## src/hdl/pttp_pkg.sv

```systemverilog
// Shared constants and types for the point transform / perspective divide block.
package pttp_pkg;

    localparam int FRAC_BITS_DEF = 16;
    localparam int NUM_REGS      = 8;
    localparam int CFG_IDX_W     = 4;
    localparam int QDEPTH        = 8;
    localparam int QAW           = 3;
    localparam int QUO_BITS      = 33;

    typedef enum logic [CFG_IDX_W-1:0] {
        REG_ROW0_COLS01 = 4'd0,
        REG_ROW0_COLS23 = 4'd1,
        REG_ROW1_COLS01 = 4'd2,
        REG_ROW1_COLS23 = 4'd3,
        REG_ROW2_COLS01 = 4'd4,
        REG_ROW2_COLS23 = 4'd5,
        REG_ROW3_COLS01 = 4'd6,
        REG_ROW3_COLS23 = 4'd7
    } reg_idx_t;

    typedef struct packed {
        logic room;
        logic full;
        logic empty;
    } qstat_t;

endpackage

```

## src/hdl/pttp_queue.sv

```systemverilog
// Short queue with credit count between the transform front and divide back.
module pttp_queue #(
    parameter int DW = 64
) (
    input  logic                aclk,
    input  logic                aresetn,
    input  logic                reserve,
    input  logic                push,
    input  logic [DW-1:0]       push_data,
    input  logic                pop,
    output logic                out_valid,
    output logic [DW-1:0]       out_data,
    output pttp_pkg::qstat_t    stat
);
    import pttp_pkg::*;

    logic [DW-1:0]  mem [0:QDEPTH-1];
    logic [DW-1:0]  out_reg;
    logic [QAW-1:0] wr_reg, rd_reg, rd_next;
    logic [QAW:0]   cnt_reg, cnt_next, cred_reg, cred_next;

    always_comb begin
        rd_next   = rd_reg + QAW'(pop);
        cnt_next  = cnt_reg + (QAW+1)'(push) - (QAW+1)'(pop);
        cred_next = cred_reg + (QAW+1)'(reserve) - (QAW+1)'(pop);
    end

    always_ff @(posedge aclk) begin
        if (!aresetn) begin
            wr_reg   <= '0;
            rd_reg   <= '0;
            cnt_reg  <= '0;
            cred_reg <= '0;
        end else begin
            if (push) wr_reg <= wr_reg + 1'b1;
            if (pop)  rd_reg <= rd_reg + 1'b1;
            cnt_reg  <= cnt_next;
            cred_reg <= cred_next;
        end
    end

    // head word is kept registered; a write to the next head address is forwarded
    always_ff @(posedge aclk) begin
        if (push) mem[wr_reg] <= push_data;
        out_reg <= (push && wr_reg == rd_next) ? push_data : mem[rd_next];
    end

    assign out_valid  = (cnt_reg != '0);
    assign out_data   = out_reg;
    assign stat.room  = (cred_reg < (QAW+1)'(QDEPTH));
    assign stat.full  = (cnt_reg == (QAW+1)'(QDEPTH));
    assign stat.empty = (cnt_reg == '0);

endmodule

```

## config.mk

```make
export PLATFORM = sky130hd
export DESIGN_NAME = pttp_queue
export DESIGN_NICKNAME = d
export VERILOG_FILES = /design/src/hdl/pttp_pkg.sv /design/src/hdl/pttp_queue.sv
export SDC_FILE = /design/constraint.sdc
export NUM_CORES = 1
export LEC_CHECK = 0
export BUFFER_PORTS_ARGS = -buffer_cell sky130_fd_sc_hd__buf_2
export CAP_MARGIN = 20
export CORE_UTILIZATION = 45
export DETAILED_ROUTE_END_ITERATION = 10
export SLEW_MARGIN = 20
export SYNTH_ARGS = -nofsm -noshare
export SYNTH_HDL_FRONTEND = slang
export SYNTH_SLANG_ARGS = --single-unit
```

## constraint.sdc

```tcl
create_clock -name aclk -period 16.5 [get_ports aclk]
set_clock_uncertainty 0.1 [all_clocks]
set_input_delay 1.65 -clock aclk [delete_from_list [all_inputs] [get_ports aclk]]
set_output_delay 1.65 -clock aclk [all_outputs]
set_load 0.05 [all_outputs]
```

==> results.toml <==
[timing]
hold_viol = 0
finalCritPeriodShare = 0.3636
slew_violations = 0
relSlewSlack = 0.3230
tns_ns = 0
worstMarginPinSlew_ns = 1.016
setup_viol = 0
rsz0062_at_grt = "false"
worst_slack_ns = 10.50
min_period_ns = 6.000
max_freq_mhz = 166.7

[yosys]
synth_compound_area_frac = 0.001120
synth.area.mux_share = 0.1807
yosys.area_share.simple = 0.007966
avgSynthCellArea_um2 = 24.02
synth_top_family_by_area = "multiplexers"
synth-adder-area-share = 0.01070
synth_area_mm2 = 0.02011
synth_cells = 837
synth-xor-area-share = 0.003485
syn_nets = 922
synth_warnings = 0
yosys.area.top_type = "edfxtp_1"
ys_top_cells_by_area = "edfxtp_1 (76%), mux4_2 (14%), mux2_2 (3.6%)"
netlist.area_leader.share = 0.7647
ys_types = 25
ys_ff_latch = 529
seq_area_frac_synth = 0.7816

[finish]
final_area_mm2 = 0.02316
fillerInstances = 3489
layout.nets = 1096
largest_register_ffs = 512
multi_input_area_mm2 = 0.004156
final_cell_count_no_fill = 1649
final-seq-area_mm2 = 0.01573
drive_gt1_frac = 0.4057
synthToLayoutAreaGrowth_pct = 15.18

[hold_path]
hold_path_class = "flip-flop to flip-flop"
hold_start = "rd_reg[2]"
holdPathStages = 1

[power]
ir_drop_mv = 0.08304
power_mw = 3.099
power_density_mw_per_mm2 = 133.8
p_leak_nw = 7.458

[placed_design]
hpwl_um = 19940
portBuffers = 136
placed_cell_area_mm2 = 0.02148
placed_cells = 1546
gp_congestion = 0.7061
place_ws_ns = 10.76

[routing]
drtIter0Drc = 687
wirelength_um = 38680
routedWlPerCell_um = 23.46
num_vias = 8810
avgViaCountPerCell = 5.343
drc_errors = 0
ant_nets = 0
drt-pass1-iter-count = 6

[cts]
cts_setup_buffers = 0
post_cts_resized = 0
cts_sinks = 529
cts_tree = "built"
cts_hold_buf = 0
cts_buffer_depth = 3
cts_max_level = 2
clock_latency_ns = 0.59
clk_pin_slew_ns = 0.06
cts_root_buf = "clkbuf_16"
numCtsBuffers = 54

[floorplanning]
die_h_um = 213.4
ioPinCount = 137
initial_core_util = 0.4557
rows = 77
die_w_um = 213.4
coreArea_mm2 = 0.04412
dieArea_mm2 = 0.04553

[worst_setup_path]
cp.required_ns = 14.75
r2r_cells = 3
path_class = "flip-flop to output pin"
cp_max_fo = 41
cp.arrival_ns = 4.25
worstSetupEndpoint = "out_data[20]"
cp-end-kind = "output pin"
r2r-end = "mem[5][45]"
r2r_setup_slack_ns = 13.93
r2r-start = "wr_reg[0]"
startpoint_type = "flip-flop"

[global_routing]
grt_pass1_vias = 9405
grt_usage = 0.1750
grt_pass1_wl_um = 57170
grt_max_degree = 76
overflow = 0
antenna_found_initial = 5

[run_status]
status = "complete, no violations"

[job]
drv_cap = 0
[cells in the mapped netlist]
cell type  count
a21o_1         1
a21oi_1        3
and2_1         4
buf_1          8
buf_2          3
buf_4          2
buf_6         12
clkbuf_1      10
clkinv_1       1
dfxtp_1       17
edfxtp_1     512
fa_1           2
ha_1          14
inv_1         14
mux2_2        64
mux2i_1        3
mux4_2       128
nand2_1        6
nand2b_1       4
nand3_1        2
nor2_1        16
nor3_1         2
nor3b_1        1
xnor2_1        3
xor2_1         5
[layout make-up]
cell class                 instances  share of cell area
multi-input combinational        258              0.1795
sequential                       529              0.6791
antenna                            2           0.0002161
tap                              592             0.03198
timing repair buffer             153             0.03593
clock inverter                    27            0.008590
inverter                          15            0.002431
clock buffer                      73             0.06229
[worst min path at each step]
stage                      to
floorplan           flip-flop
global placement    flip-flop
detailed placement  flip-flop
CTS                 flip-flop
global route        flip-flop
finish              flip-flop
[power by group]
part	switching [mW]	internal (mW)
combinational	0.274	0.161
clock	0.489	0.631
sequential	0.0281	1.52
[placed cells by master, fill, tap and decap left out, types with 3 or more instances in the layout]
cell type  netlist  final
clkinv_2         0      9
nand2_1          6      6
buf_2            3    136
nor2_4           0      6
xor2_1           5      5
nor2_1          16     10
clkbuf_16        0     54
mux2i_1          3      3
a21oi_1          3      3
mux2_2          64     64
nand2b_1         4      4
inv_1           14     14
xnor2_1          3      3
clkbuf_1        10     17
dfxtp_1         17     14
and2_1           4      4
buf_4            2     15
edfxtp_1       512    512
mux4_2         128    128
dfxtp_4          0      3
ha_1            14     14
clkinv_1         1     12
[layer usage]
| metal | GRT usage | up-vias | part of all wire |
|---|---|---|---|
| met3 | 0.04086 | 70 | 0.057 |
| li1 | - | 3873 | - |
| met1 | 0.2393 | 4651 | 0.43 |
| met2 | 0.2828 | 210 | 0.49 |
| met5 | 0 | - | 0.00088 |
| met4 | 0.04975 | 6 | 0.019 |
[worst max-delay path, stage by stage (launching register included)]
cell	delay (ns)
dfxtp_4	0.88
buf_4	0.55
buf_16	0.30
buf_4	0.70
mux4_2	0.58
mux2_2	0.31
buf_2	0.22
[metrics by stage]
| step | hold slack, ns | util |
|---|---|---|
| CTS | 0.3832 | 0.5240 |
| floorplan | 0.3499 | - |
| detailed placement | 0.3747 | 0.4868 |
| global route | 0.3914 | 0.5248 |
| finish | 0.3772 | 0.5248 |
| global placement | 0.3633 | 0.4868 |
[cells by family after synthesis]
| family | Yosys count |
|---|---|
| AO/OA/AOI/OAI | 4 |
| XOR/XNOR | 8 |
| adder cells (fa/ha/maj) | 16 |
| buffers and inverters | 50 |
| flip-flops | 529 |
| multiplexers | 195 |
| AND/OR/NAND/NOR | 35 |
No activity file was read; power rests on OpenSTA's default activity.
